<file path="config.mk">
export PLATFORM = sky130hd
export DESIGN_NAME = modbus_rtu_slave_frame_engine_core
export DESIGN_NICKNAME = d
export VERILOG_FILES = /design/src/rtl/mrtu_pkg.sv /design/src/rtl/mrtu_ram.sv /design/src/rtl/mrtu_ctrl.sv /design/src/rtl/mrtu_dp.sv /design/src/rtl/modbus_rtu_slave_frame_engine_core.sv
export SDC_FILE = /design/constraint.sdc
export NUM_CORES = 2
export LEC_CHECK = 0
export ABC_AREA = 0
export BUFFER_PORTS_ARGS = -buffer_cell sky130_fd_sc_hd__buf_2
export CAP_MARGIN = 40
export CORE_MARGIN = 5
export CORE_UTILIZATION = 50
export CTS_CLUSTER_SIZE = 40
export DETAILED_ROUTE_END_ITERATION = 6
export PLACE_DENSITY_LB_ADDON = 0.25
export SYNTH_ARGS = -nofsm -noshare
export SYNTH_HDL_FRONTEND = slang
export SYNTH_HIERARCHICAL = 1
export SYNTH_SLANG_ARGS = --single-unit
</file>
<file path="constraint.sdc">
create_clock -name clk -period 4.9 [get_ports clk]
set_input_delay 0.98 -clock clk [delete_from_list [all_inputs] [get_ports clk]]
set_output_delay 0.98 -clock clk [all_outputs]
set_load 0.05 [all_outputs]
</file>
<file path="src/rtl/mrtu_pkg.sv">
`timescale 1ns / 1ps
// ----------------------------------------------------------------------------
// mrtu_pkg
// Shared types, constants and the CRC-16 byte step for the RTU frame engine.
// ----------------------------------------------------------------------------
package mrtu_pkg;

  // Default sizes of the frame store and the holding-register store.
  localparam int FRAME_BYTES_DEF = 128;
  localparam int REG_DEPTH_DEF   = 64;

  // Response limits.
  localparam int MAX_RESULTS = 64;
  localparam int READ_LIMIT  = (2 * MAX_RESULTS - 5) / 2;
  localparam int WRITE_LIMIT = 123;
  localparam int QTY_W       = 7;

  // Function codes and exception codes.
  localparam logic [7:0] FC_READ_HOLD    = 8'd3;
  localparam logic [7:0] FC_WRITE_SINGLE = 8'd6;
  localparam logic [7:0] FC_WRITE_MULTI  = 8'd16;
  localparam logic [7:0] EXC_FLAG        = 8'h80;
  localparam logic [7:0] EXC_ILLEGAL_FUNC  = 8'd1;
  localparam logic [7:0] EXC_ILLEGAL_ADDR  = 8'd2;
  localparam logic [7:0] EXC_ILLEGAL_VALUE = 8'd3;

  // Minimum frame lengths.
  localparam logic [3:0] MINLEN_SHORT = 4'd8;
  localparam logic [3:0] MINLEN_MULTI = 4'd10;
  localparam logic [3:0] MINLEN_OTHER = 4'd4;
  localparam int         MULTI_OVERHEAD = 9;
  localparam int         MULTI_DATA_START = 7;

  // CRC-16 constants.
  localparam logic [15:0] CRC_INIT = 16'hFFFF;
  localparam logic [15:0] CRC_POLY = 16'hA001;

  // Configuration register indexes.
  localparam int         CFG_IDX_W       = 2;
  localparam logic [1:0] CFG_OWN_ADDR    = 2'd0;
  localparam logic [1:0] CFG_REGS_IN_USE = 2'd1;

  typedef enum logic [3:0] {
    ST_CLEAR, ST_IDLE, ST_SCAN, ST_DECIDE, ST_WM_HI, ST_WM_LO, ST_WM_WR,
    ST_HDR, ST_BODY_RD, ST_BODY_HI, ST_BODY_LO, ST_CRC_LO, ST_CRC_HI
  } state_t;

  // Outcome of the frame checks.
  typedef enum logic [2:0] {
    K_NONE, K_ERR, K_EXC, K_READ, K_WS, K_WM
  } kind_t;

  // Source of the byte handed to the response packer.
  typedef enum logic [2:0] {
    SRC_HDR, SRC_BODY_HI, SRC_BODY_LO, SRC_CRC_LO, SRC_CRC_HI
  } src_t;

  typedef struct packed {
    logic clear;
    logic take;
    logic scan;
    logic decide;
    logic wm_hi;
    logic wm_lo;
    logic wm_wr;
    logic emit;
    src_t src;
    logic last;
  } cmd_t;

  typedef struct packed {
    logic  clear_done;
    logic  scan_done;
    kind_t kind;
    logic  bc;
    logic  emit_ready;
    logic  hdr_last;
    logic  cnt_last;
  } stat_t;

  // One byte of the reflected CRC-16.
  function automatic logic [15:0] crc_byte(logic [15:0] c, logic [7:0] b);
    logic [15:0] r;
    r = c ^ {8'h00, b};
    for (int i = 0; i < 8; i++) begin
      r = r[0] ? ((r >> 1) ^ CRC_POLY) : (r >> 1);
    end
    return r;
  endfunction

endpackage

</file>
<file path="src/rtl/mrtu_ram.sv">
`timescale 1ns / 1ps
// ----------------------------------------------------------------------------
// mrtu_ram
// Generic single-write, single-read RAM with a registered read port.
// ----------------------------------------------------------------------------
module mrtu_ram #(
  parameter int WIDTH = 8,
  parameter int DEPTH = 128,
  parameter int AW    = (DEPTH > 1) ? $clog2(DEPTH) : 1
) (
  input  logic             clk,
  input  logic             we,
  input  logic [AW-1:0]    waddr,
  input  logic [WIDTH-1:0] wdata,
  input  logic [AW-1:0]    raddr,
  output logic [WIDTH-1:0] rdata
);

  logic [WIDTH-1:0] mem [DEPTH];

  // Write port and registered read port.
  always_ff @(posedge clk) begin
    if (we) begin
      mem[waddr] <= wdata;
    end
    rdata <= mem[raddr];
  end

endmodule

</file>
<file path="src/rtl/mrtu_ctrl.sv">
`timescale 1ns / 1ps
// ----------------------------------------------------------------------------
// mrtu_ctrl
// Sequencer for the frame engine: clear pass, frame scan, decision, register
// writes and response emission.
// ----------------------------------------------------------------------------
module mrtu_ctrl (
  input  logic            clk,
  input  logic            rst_n,
  input  logic            in_valid,
  input  logic            in_end_of_frame,
  input  mrtu_pkg::stat_t stat,
  output logic            in_stall,
  output mrtu_pkg::cmd_t  cmd
);
  import mrtu_pkg::*;

  state_t state_r, state_nxt;

  // State register.
  always_ff @(posedge clk) begin
    if (!rst_n) begin
      state_r <= ST_CLEAR;
    end else begin
      state_r <= state_nxt;
    end
  end

  // Next state.
  always_comb begin
    state_nxt = state_r;
    case (state_r)
      ST_CLEAR: begin
        if (stat.clear_done) state_nxt = ST_IDLE;
      end
      ST_IDLE: begin
        if (in_valid && in_end_of_frame) state_nxt = ST_SCAN;
      end
      ST_SCAN: begin
        if (stat.scan_done) state_nxt = ST_DECIDE;
      end
      ST_DECIDE: begin
        case (stat.kind)
          K_EXC:   state_nxt = stat.bc ? ST_IDLE : ST_HDR;
          K_READ:  state_nxt = ST_HDR;
          K_WS:    state_nxt = stat.bc ? ST_IDLE : ST_HDR;
          K_WM:    state_nxt = ST_WM_HI;
          default: state_nxt = ST_IDLE;
        endcase
      end
      ST_WM_HI: state_nxt = ST_WM_LO;
      ST_WM_LO: state_nxt = ST_WM_WR;
      ST_WM_WR: begin
        if (stat.cnt_last) begin
          state_nxt = stat.bc ? ST_IDLE : ST_HDR;
        end else begin
          state_nxt = ST_WM_HI;
        end
      end
      ST_HDR: begin
        if (stat.emit_ready && stat.hdr_last) begin
          state_nxt = (stat.kind == K_READ) ? ST_BODY_RD : ST_CRC_LO;
        end
      end
      ST_BODY_RD: state_nxt = ST_BODY_HI;
      ST_BODY_HI: begin
        if (stat.emit_ready) state_nxt = ST_BODY_LO;
      end
      ST_BODY_LO: begin
        if (stat.emit_ready) state_nxt = stat.cnt_last ? ST_CRC_LO : ST_BODY_RD;
      end
      ST_CRC_LO: begin
        if (stat.emit_ready) state_nxt = ST_CRC_HI;
      end
      ST_CRC_HI: begin
        if (stat.emit_ready) state_nxt = ST_IDLE;
      end
      default: state_nxt = ST_IDLE;
    endcase
  end

  // Commands to the datapath.
  always_comb begin
    cmd      = '0;
    cmd.src  = SRC_HDR;
    in_stall = (state_r != ST_IDLE);
    case (state_r)
      ST_CLEAR:  cmd.clear  = 1'b1;
      ST_IDLE:   cmd.take   = in_valid;
      ST_SCAN:   cmd.scan   = 1'b1;
      ST_DECIDE: cmd.decide = 1'b1;
      ST_WM_HI:  cmd.wm_hi  = 1'b1;
      ST_WM_LO:  cmd.wm_lo  = 1'b1;
      ST_WM_WR:  cmd.wm_wr  = 1'b1;
      ST_HDR: begin
        cmd.emit = 1'b1;
        cmd.src  = SRC_HDR;
      end
      ST_BODY_HI: begin
        cmd.emit = 1'b1;
        cmd.src  = SRC_BODY_HI;
      end
      ST_BODY_LO: begin
        cmd.emit = 1'b1;
        cmd.src  = SRC_BODY_LO;
      end
      ST_CRC_LO: begin
        cmd.emit = 1'b1;
        cmd.src  = SRC_CRC_LO;
      end
      ST_CRC_HI: begin
        cmd.emit = 1'b1;
        cmd.src  = SRC_CRC_HI;
        cmd.last = 1'b1;
      end
      default: cmd = '0;
    endcase
  end

endmodule

</file>
<file path="src/rtl/mrtu_dp.sv">
`timescale 1ns / 1ps
// ----------------------------------------------------------------------------
// mrtu_dp
// Datapath: configuration, frame store, CRC check, frame decision, register
// store and the response packer with its output register.
// ----------------------------------------------------------------------------
module mrtu_dp #(
  parameter int FRAME_BYTES = 128,
  parameter int REG_DEPTH   = 64
) (
  input  logic                           clk,
  input  logic                           rst_n,
  input  mrtu_pkg::cmd_t                 cmd,
  output mrtu_pkg::stat_t                stat,
  input  logic [7:0]                     in_rx_byte,
  input  logic                           in_end_of_frame,
  input  logic                           cfg_valid,
  output logic                           cfg_ready,
  input  logic [mrtu_pkg::CFG_IDX_W-1:0] cfg_index,
  input  logic [7:0]                     cfg_data,
  output logic                           out_valid,
  input  logic                           out_stall,
  output logic [7:0]                     out_tx_first,
  output logic [7:0]                     out_tx_second,
  output logic                           out_second_valid,
  output logic                           out_last_of_response,
  output logic [15:0]                    out_errors_seen
);
  import mrtu_pkg::*;

  localparam int CW  = $clog2(FRAME_BYTES + 1);
  localparam int FAW = $clog2(FRAME_BYTES);
  localparam int RAW = (REG_DEPTH > 1) ? $clog2(REG_DEPTH) : 1;

  // Configuration registers.
  logic [7:0] own_r;
  logic [6:0] riu_r;

  assign cfg_ready = 1'b1;

  always_ff @(posedge clk) begin
    if (!rst_n) begin
      own_r <= 8'd1;
      riu_r <= 7'd64;
    end else if (cfg_valid) begin
      if (cfg_index == CFG_OWN_ADDR)    own_r <= cfg_data;
      if (cfg_index == CFG_REGS_IN_USE) riu_r <= cfg_data[6:0];
    end
  end

  // Frame store and byte counting.
  logic [CW-1:0]  count_r, len_r, scan_idx_r, rd_idx_r;
  logic           ovf_r, lovf_r, rv_r;
  logic           fwe, scan_go;
  logic [FAW-1:0] fa_r, fraddr;
  logic [7:0]     fdata;
  logic [7:0]     f_r [7];
  logic [7:0]     fn2_r, fn1_r, hi_r;
  logic [15:0]    rcrc_r;

  assign fwe     = cmd.take && (count_r < CW'(FRAME_BYTES));
  assign scan_go = cmd.scan && (scan_idx_r != len_r);
  assign fraddr  = cmd.scan ? scan_idx_r[FAW-1:0] : fa_r;

  mrtu_ram #(.WIDTH(8), .DEPTH(FRAME_BYTES)) u_frame (
    .clk   (clk),
    .we    (fwe),
    .waddr (count_r[FAW-1:0]),
    .wdata (in_rx_byte),
    .raddr (fraddr),
    .rdata (fdata)
  );

  always_ff @(posedge clk) begin
    if (!rst_n) begin
      count_r <= '0;
      ovf_r   <= 1'b0;
      rv_r    <= 1'b0;
    end else begin
      if (cmd.take) begin
        if (in_end_of_frame) begin
          count_r <= '0;
          ovf_r   <= 1'b0;
          rv_r    <= 1'b0;
        end else if (fwe) begin
          count_r <= count_r + CW'(1);
        end else begin
          ovf_r <= 1'b1;
        end
      end
      if (cmd.scan) rv_r <= scan_go;
    end
  end

  // Frame length capture and the scan that reads the stored frame back.
  always_ff @(posedge clk) begin
    if (cmd.take && in_end_of_frame) begin
      len_r      <= fwe ? count_r + CW'(1) : count_r;
      lovf_r     <= ovf_r || !fwe;
      scan_idx_r <= '0;
      rcrc_r     <= CRC_INIT;
    end
    if (cmd.scan) begin
      rd_idx_r <= scan_idx_r;
      if (scan_go) scan_idx_r <= scan_idx_r + CW'(1);
    end
    if (rv_r) begin
      if (rd_idx_r < CW'(7)) f_r[rd_idx_r[2:0]] <= fdata;
      if (17'(rd_idx_r) + 17'd2 == 17'(len_r)) fn2_r <= fdata;
      if (17'(rd_idx_r) + 17'd1 == 17'(len_r)) fn1_r <= fdata;
      if (17'(rd_idx_r) + 17'd2 < 17'(len_r)) rcrc_r <= crc_byte(rcrc_r, fdata);
    end
  end

  // Frame checks.
  logic        bc, crc_ok;
  logic [7:0]  fc, exc_code;
  logic [3:0]  minlen;
  logic [15:0] start, qty;
  logic [16:0] iu, l17, s17, sq;
  kind_t       kind;

  always_comb begin
    bc     = (f_r[0] == 8'd0);
    fc     = (len_r >= CW'(2)) ? f_r[1] : 8'd0;
    start  = {f_r[2], f_r[3]};
    qty    = {f_r[4], f_r[5]};
    iu     = ({10'd0, riu_r} > 17'(REG_DEPTH)) ? 17'(REG_DEPTH) : {10'd0, riu_r};
    l17    = 17'(len_r);
    s17    = {1'b0, start};
    sq     = s17 + {1'b0, qty};
    crc_ok = (fn2_r == rcrc_r[7:0]) && (fn1_r == rcrc_r[15:8]);
    if (fc == FC_READ_HOLD || fc == FC_WRITE_SINGLE) minlen = MINLEN_SHORT;
    else if (fc == FC_WRITE_MULTI)                   minlen = MINLEN_MULTI;
    else                                             minlen = MINLEN_OTHER;
    exc_code = EXC_ILLEGAL_FUNC;
    if (lovf_r) begin
      kind = K_ERR;
    end else if (!bc && f_r[0] != own_r) begin
      kind = K_NONE;
    end else if (l17 < 17'(minlen)) begin
      kind = K_ERR;
    end else if (bc && fc == FC_READ_HOLD) begin
      kind = K_ERR;
    end else if (!crc_ok) begin
      kind = K_ERR;
    end else if (fc == FC_READ_HOLD) begin
      if (s17 >= iu) begin
        kind     = K_EXC;
        exc_code = EXC_ILLEGAL_ADDR;
      end else if (qty == 16'd0 || qty > 16'(READ_LIMIT) || sq > iu) begin
        kind     = K_EXC;
        exc_code = EXC_ILLEGAL_VALUE;
      end else begin
        kind = K_READ;
      end
    end else if (fc == FC_WRITE_SINGLE) begin
      if (s17 >= iu) begin
        kind     = K_EXC;
        exc_code = EXC_ILLEGAL_ADDR;
      end else begin
        kind = K_WS;
      end
    end else if (fc == FC_WRITE_MULTI) begin
      if (17'(f_r[6]) != l17 - 17'(MULTI_OVERHEAD)) begin
        kind = K_ERR;
      end else if (s17 >= iu) begin
        kind     = K_EXC;
        exc_code = EXC_ILLEGAL_ADDR;
      end else if (qty == 16'd0 || qty > 16'(WRITE_LIMIT) ||
                   {qty[14:0], 1'b0} != {8'd0, f_r[6]} || sq > iu) begin
        kind     = K_EXC;
        exc_code = EXC_ILLEGAL_VALUE;
      end else begin
        kind = K_WM;
      end
    end else begin
      kind = K_EXC;
    end
  end

  // Register store with its clearing pass.
  logic [RAW-1:0]   clr_r, ra_r, rwaddr;
  logic [QTY_W-1:0] cnt_r;
  logic [15:0]      rwdata, rs_rd;
  logic             rwe;

  always_comb begin
    rwe    = 1'b0;
    rwaddr = ra_r;
    rwdata = {hi_r, fdata};
    if (cmd.clear) begin
      rwe    = 1'b1;
      rwaddr = clr_r;
      rwdata = '0;
    end else if (cmd.decide && kind == K_WS) begin
      rwe    = 1'b1;
      rwaddr = start[RAW-1:0];
      rwdata = qty;
    end else if (cmd.wm_wr) begin
      rwe = 1'b1;
    end
  end

  mrtu_ram #(.WIDTH(16), .DEPTH(REG_DEPTH)) u_regs (
    .clk   (clk),
    .we    (rwe),
    .waddr (rwaddr),
    .wdata (rwdata),
    .raddr (ra_r),
    .rdata (rs_rd)
  );

  always_ff @(posedge clk) begin
    if (!rst_n) begin
      clr_r <= '0;
    end else if (cmd.clear) begin
      clr_r <= clr_r + RAW'(1);
    end
  end

  // Response packer: header, register body and CRC, up to two bytes per transaction.
  logic [7:0]  hdr_r [6];
  logic        hdr6_r, have0_r;
  logic [2:0]  hk_r;
  logic [15:0] tcrc_r, tally_r;
  logic [7:0]  b0_r, ebyte;
  logic        out_free, emit_ready, fire, push;

  always_comb begin
    case (cmd.src)
      SRC_HDR:     ebyte = hdr_r[hk_r];
      SRC_BODY_HI: ebyte = rs_rd[15:8];
      SRC_BODY_LO: ebyte = rs_rd[7:0];
      SRC_CRC_LO:  ebyte = tcrc_r[7:0];
      SRC_CRC_HI:  ebyte = tcrc_r[15:8];
      default:     ebyte = 8'd0;
    endcase
  end

  assign out_free   = !out_valid || !out_stall;
  assign emit_ready = out_free || (!have0_r && !cmd.last);
  assign fire       = cmd.emit && emit_ready;
  assign push       = fire && (have0_r || cmd.last);

  // Decision actions, register walks and header sequencing.
  always_ff @(posedge clk) begin
    if (cmd.decide) begin
      hk_r   <= '0;
      tcrc_r <= CRC_INIT;
      ra_r   <= start[RAW-1:0];
      cnt_r  <= qty[QTY_W-1:0];
      fa_r   <= FAW'(MULTI_DATA_START);
      if (kind == K_EXC) begin
        hdr_r[0] <= own_r;
        hdr_r[1] <= fc | EXC_FLAG;
        hdr_r[2] <= exc_code;
        hdr6_r   <= 1'b0;
      end else if (kind == K_READ) begin
        hdr_r[0] <= own_r;
        hdr_r[1] <= fc;
        hdr_r[2] <= {qty[6:0], 1'b0};
        hdr6_r   <= 1'b0;
      end else begin
        for (int i = 0; i < 6; i++) hdr_r[i] <= f_r[i];
        hdr6_r <= 1'b1;
      end
    end
    if (cmd.wm_hi) fa_r <= fa_r + FAW'(1);
    if (cmd.wm_lo) begin
      fa_r <= fa_r + FAW'(1);
      hi_r <= fdata;
    end
    if (cmd.wm_wr) begin
      ra_r  <= ra_r + RAW'(1);
      cnt_r <= cnt_r - QTY_W'(1);
    end
    if (fire) begin
      if (cmd.src == SRC_HDR || cmd.src == SRC_BODY_HI || cmd.src == SRC_BODY_LO) begin
        tcrc_r <= crc_byte(tcrc_r, ebyte);
      end
      if (cmd.src == SRC_HDR) hk_r <= hk_r + 3'd1;
      if (cmd.src == SRC_BODY_LO) begin
        ra_r  <= ra_r + RAW'(1);
        cnt_r <= cnt_r - QTY_W'(1);
      end
      if (!push) b0_r <= ebyte;
    end
  end

  // Error tally, byte pairing and the output register.
  always_ff @(posedge clk) begin
    if (!rst_n) begin
      tally_r   <= '0;
      have0_r   <= 1'b0;
      out_valid <= 1'b0;
    end else begin
      if (cmd.decide && (kind == K_ERR || kind == K_EXC)) tally_r <= tally_r + 16'd1;
      if (fire) have0_r <= !push;
      if (push) begin
        out_valid <= 1'b1;
      end else if (out_valid && !out_stall) begin
        out_valid <= 1'b0;
      end
    end
  end

  always_ff @(posedge clk) begin
    if (push) begin
      out_tx_first         <= have0_r ? b0_r : ebyte;
      out_tx_second        <= have0_r ? ebyte : 8'd0;
      out_second_valid     <= have0_r;
      out_last_of_response <= cmd.last;
      out_errors_seen      <= tally_r;
    end
  end

  // Status to the sequencer.
  always_comb begin
    stat.clear_done = (clr_r == RAW'(REG_DEPTH - 1));
    stat.scan_done  = (scan_idx_r == len_r) && !rv_r;
    stat.kind       = kind;
    stat.bc         = bc;
    stat.emit_ready = emit_ready;
    stat.hdr_last   = (hk_r == (hdr6_r ? 3'd5 : 3'd2));
    stat.cnt_last   = (cnt_r == QTY_W'(1));
  end

endmodule

</file>
<file path="src/rtl/modbus_rtu_slave_frame_engine_core.sv">
`timescale 1ns / 1ps
// ----------------------------------------------------------------------------
// modbus_rtu_slave_frame_engine_core
// RTU slave frame engine: collects request bytes, checks and executes holding
// register requests and emits the response up to two bytes per transaction.
// ----------------------------------------------------------------------------
// Sequence: a byte without end of frame is written to the frame store. An
// end-of-frame byte starts a frame scan (one stored byte per cycle through the
// frame store read port), a decision, a high-byte, low-byte and write step per
// register for write multiple, then the response bytes with one register-store
// read per register of a read response. Input stays stalled until the frame is
// done, with a response until its last byte is handed to the output register.
// Reset: synchronous; afterwards a clearing pass zeroes every register of the
// register store while the input is stalled.
module modbus_rtu_slave_frame_engine_core #(
  parameter int FRAME_BYTES = mrtu_pkg::FRAME_BYTES_DEF,
  parameter int REG_DEPTH   = mrtu_pkg::REG_DEPTH_DEF
) (
  input  logic                           clk,
  input  logic                           rst_n,
  input  logic                           in_valid,
  output logic                           in_stall,
  input  logic [7:0]                     in_rx_byte,
  input  logic                           in_end_of_frame,
  output logic                           out_valid,
  input  logic                           out_stall,
  output logic [7:0]                     out_tx_first,
  output logic [7:0]                     out_tx_second,
  output logic                           out_second_valid,
  output logic                           out_last_of_response,
  output logic [15:0]                    out_errors_seen,
  input  logic                           cfg_valid,
  output logic                           cfg_ready,
  input  logic [mrtu_pkg::CFG_IDX_W-1:0] cfg_index,
  input  logic [7:0]                     cfg_data
);
  import mrtu_pkg::*;

  cmd_t  cmd;
  stat_t stat;

  // Sequencer.
  mrtu_ctrl u_ctrl (
    .clk             (clk),
    .rst_n           (rst_n),
    .in_valid        (in_valid),
    .in_end_of_frame (in_end_of_frame),
    .stat            (stat),
    .in_stall        (in_stall),
    .cmd             (cmd)
  );

  // Datapath.
  mrtu_dp #(.FRAME_BYTES(FRAME_BYTES), .REG_DEPTH(REG_DEPTH)) u_dp (
    .clk                  (clk),
    .rst_n                (rst_n),
    .cmd                  (cmd),
    .stat                 (stat),
    .in_rx_byte           (in_rx_byte),
    .in_end_of_frame      (in_end_of_frame),
    .cfg_valid            (cfg_valid),
    .cfg_ready            (cfg_ready),
    .cfg_index            (cfg_index),
    .cfg_data             (cfg_data),
    .out_valid            (out_valid),
    .out_stall            (out_stall),
    .out_tx_first         (out_tx_first),
    .out_tx_second        (out_tx_second),
    .out_second_valid     (out_second_valid),
    .out_last_of_response (out_last_of_response),
    .out_errors_seen      (out_errors_seen)
  );

  // The clearing pass holds off input right after reset.
  a_clear_after_reset: assert property (@(posedge clk) !rst_n |=> in_stall)
    else $error("input not stalled during register clearing pass");

  // An accepted end-of-frame byte starts frame processing.
  a_busy_after_eof: assert property (@(posedge clk) disable iff (!rst_n)
    in_valid && !in_stall && in_end_of_frame |=> in_stall)
    else $error("engine not busy after end of frame");

  // A single trailing byte leaves the second byte zero.
  a_second_zero: assert property (@(posedge clk) disable iff (!rst_n)
    out_valid && !out_second_valid |-> out_tx_second == 8'd0)
    else $error("second byte not zero when unused");

endmodule
</file>
==> flow_metrics.env <==
export IMPL_post_cts_setup_buffer_count=0
export IMPL_yosys_warnings=6
export IMPL_cts_path_max_buffers=3
export IMPL_outcome="finished, final reports clean"
export IMPL_syn_to_final_growth_pct=13.5
export IMPL_core_area_um2=192000
export IMPL_drive_gt1_share_pct=25.2
export IMPL_insertion_delay_ns=0.88
export IMPL_fin_crit_sh_pct=96.4
export IMPL_dpl_hpwl_um=142000
export IMPL_nFillCells=14191
export IMPL_viasPerCell=6.11
export IMPL_track_usage_pct=22.3
export IMPL_die_y_um=449
export IMPL_critPathArrivalTime_ns=5.49
export IMPL_yosysMostFrequentCell="edfxtp_1"
export IMPL_drt_wl_total_um=227000
export IMPL_hold_viol=0
export IMPL_tritoncts="done"
export IMPL_synth_top_family_by_area="multiplexers"
export IMPL_grt_overflow=0
export IMPL_cts_hold_buf=0
export IMPL_worst_setup_path_end_kind="flip-flop"
export IMPL_synth_top_area_cell="edfxtp_1"
export IMPL_synthSimpleGateAreaFrac_pct=4.92
export IMPL_cts_resized=0
export IMPL_p_leak_nw=35.4
export IMPL_power_density_nw_per_um2=391
export IMPL_grt_max_degree=93
export IMPL_synth_edff_count=2243
export IMPL_cp_start_kind="flip-flop"
export IMPL_avgSynthCellArea_um2=19.0
export IMPL_yosys_mux_area_fraction_pct=15.3
export IMPL_clock_skew_ns=0.0555
export IMPL_path_class="flip-flop to flip-flop"
export IMPL_hp_class="input port to flip-flop"
export IMPL_fin_crit_ns=4.72
export IMPL_pin_count=61
export IMPL_drt_iter0_markers=5675
export IMPL_cts_root_buf="clkbuf_16"
export IMPL_grt_pass1_vias=49450
export IMPL_finalNetCount=5472
export IMPL_synth_area_top_cells="edfxtp_1 (70%), mux4_2 (13%), dfxtp_1 (2.8%), mux2i_1 (1.4%), nor2_1 (1.2%)"
export IMPL_wl_per_cell_um=27.9
export IMPL_vias=49553
export IMPL_final_area_um2=109000
export IMPL_synth_compound_area_share_pct=3.19
export IMPL_power_mw=42.7
export IMPL_synth_xor_area_share_pct=1.19
export IMPL_antenna_found_initial=3
export IMPL_clk_pin_slew_ns=0.06
export IMPL_finalSetupViolCount=0
export IMPL_die_w_um=449
export IMPL_synthAdderAreaFrac_pct=0.749
export IMPL_cp_required_ns=5.67
export IMPL_synthArstFlopShare_pct=0
export IMPL_synthFlopType="edfxtp_1"
export IMPL_place_congestion=0.891
export IMPL_ant_nets=0
export IMPL_drtPass1Iterations=6
export IMPL_synthesis_area_um2=96200
export IMPL_cts_num_sinks=2376
export IMPL_ys_ff_latch=2376
export IMPL_dpl_cell_area_um2=101000
export IMPL_initial_core_util_pct=50.1
export IMPL_port_buffers=59
export IMPL_syn_nets=5142
export IMPL_maxSlewHeadroom_pct=36.9
export IMPL_drv_cap=0
export IMPL_yosys_area_top_type_share_pct=70.0
export IMPL_grt_pass1_wl_um=336000
export IMPL_synth_distinct_cells=107
export IMPL_cts_inserted_buffers=230
export IMPL_fmax_ghz=0.212
export IMPL_synth_common_cells="edfxtp_1 (2243), mux4_2 (559), nor2_1 (303)"
export IMPL_drv_slew=0
export IMPL_dieArea_um2=201000
export IMPL_critical_path_max_fanout=4
export IMPL_irDropWorstVdd_mv=0.352
export IMPL_worst_slew_pin_slew_ns=0.947
export IMPL_syn_instance_count=5061
export IMPL_synth_seq_area_share_pct=72.8
export IMPL_htreeDepth=4
export IMPL_fp_row_count=161
export IMPL_drcViolationCount=0
where the power goes:
part,leakage [nW],switching [mW],internal [mW]
clock network,3.66,7.56,10.1
registers,21.7,0.201,22.5
logic,10.1,1.44,0.894
metal layers:
layer | vias up | share of wire (%) | global-route usage, %
li1 | 21217 | - | -
met1 | 25931 | 41 | 31.8
met2 | 2013 | 49 | 36.3
met3 | 392 | 7.1 | 3.43
met4 | 0 | 3.0 | 6.24
met5 | - | 0 | 0
layout make-up:
type | instances | area, um^2 | area share [%]
clock inverters | 142 | 1550 | 1.42
multi-input cells | 2352 | 24800 | 22.7
diodes | 1 | 2.50 | 0.00229
inverters | 57 | 214 | 0.196
well taps | 2526 | 3160 | 2.90
flip-flops and latches | 2376 | 70000 | 64.2
clock buffers | 288 | 6020 | 5.52
repair buffers | 374 | 3390 | 3.10
registers in the layout (all words and copies together) (netlist names), 16 cells and up:
| register | count |
|---|---|
| u_dp/f_r | 56 |
| u_dp/hdr_r | 48 |
| u_dp/out_errors_seen | 16 |
| u_dp/rcrc_r | 16 |
| u_dp/tally_r | 16 |
| u_dp/tcrc_r | 16 |
| u_dp/u_frame/mem | 1024 |
| u_dp/u_regs/mem | 1024 |
| u_dp/u_regs/rdata | 16 |
critical path: stages, from the launching register on:
cell,delay (ns)
edfxtp_1,0.35
ha_1,0.18
inv_1,0.06
fa_1,0.42
nor2b_2,0.16
o211ai_1,0.12
nand2_1,0.15
xor2_1,0.19
ha_1,0.30
a211oi_2,0.25
o21ai_0,0.11
a21oi_1,0.14
o2bb2ai_1,0.08
nor4_1,0.21
nand4_1,0.22
or2_4,0.33
o21ai_0,0.18
nor4bb_2,0.24
buf_4,0.17
and3b_1,0.19
o32ai_1,0.08
a221o_1,0.29
o211a_1,0.21
final timing paths:
| path | from | endpoint | slack (ns) | cells past startpoint |
|---|---|---|---|---|
| worst max register to register | u_dp/f_r[5][0] | u_ctrl/state_r[0] | 0.18 | 22 |
| worst min-delay path | cfg_data[7] | u_dp/own_r[7] | 0.38 | 3 |
| worst max-delay path | u_dp/f_r[5][0] | u_ctrl/state_r[0] | 0.18 | 22 |
| worst min register to register | u_dp/tcrc_r[9] | u_dp/tcrc_r[1] | 0.46 | 2 |
cells by family after synthesis:
family	Yosys count
buffers and inverters	333
XOR/XNOR	130
adder cells (fa/ha/maj)	57
flip-flops	2376
multiplexers	760
AND/OR/NAND/NOR	966
other	1
AO/OA/AOI/OAI	438
cells in the final DEF (no fill, tap or decap), types with 67 or more instances in the layout:
master     netlist  routed
edfxtp_1      2243    2243
mux4_2         559     559
nor2_1         303     301
buf_4           30     265
nand2_1        241     241
clkbuf_16        0     231
mux2i_1        136     136
dfxtp_1        133     128
nand3_1         87      87
a21oi_1        100      84
xnor2_1         76      76
nor2b_1         76      74
o21ai_0         67      67
through the flow:
| step | setup WS, ns | utilization (%) | instances | setup TNS (ns) | hold WS [ns] |
|---|---|---|---|---|---|
| 4_1_cts | 0.0713 | 56.8 | 8113 | 0 | 0.303 |
| 5_1_grt | -0.0894 | 56.8 | 8115 | -0.189 | 0.354 |
| 3_3_place_gp | -0.729 | 52.7 | 7658 | -571.23 | 0.444 |
| 3_5_place_dp | 0.0783 | 52.9 | 7683 | 0 | 0.450 |
| 6_report | 0.178 | 56.8 | 8116 | 0 | 0.379 |
| 2_1_floorplan | 0.0245 | - | 5061 | 0 | 0.406 |
No activity file was read; power rests on OpenSTA's default activity.
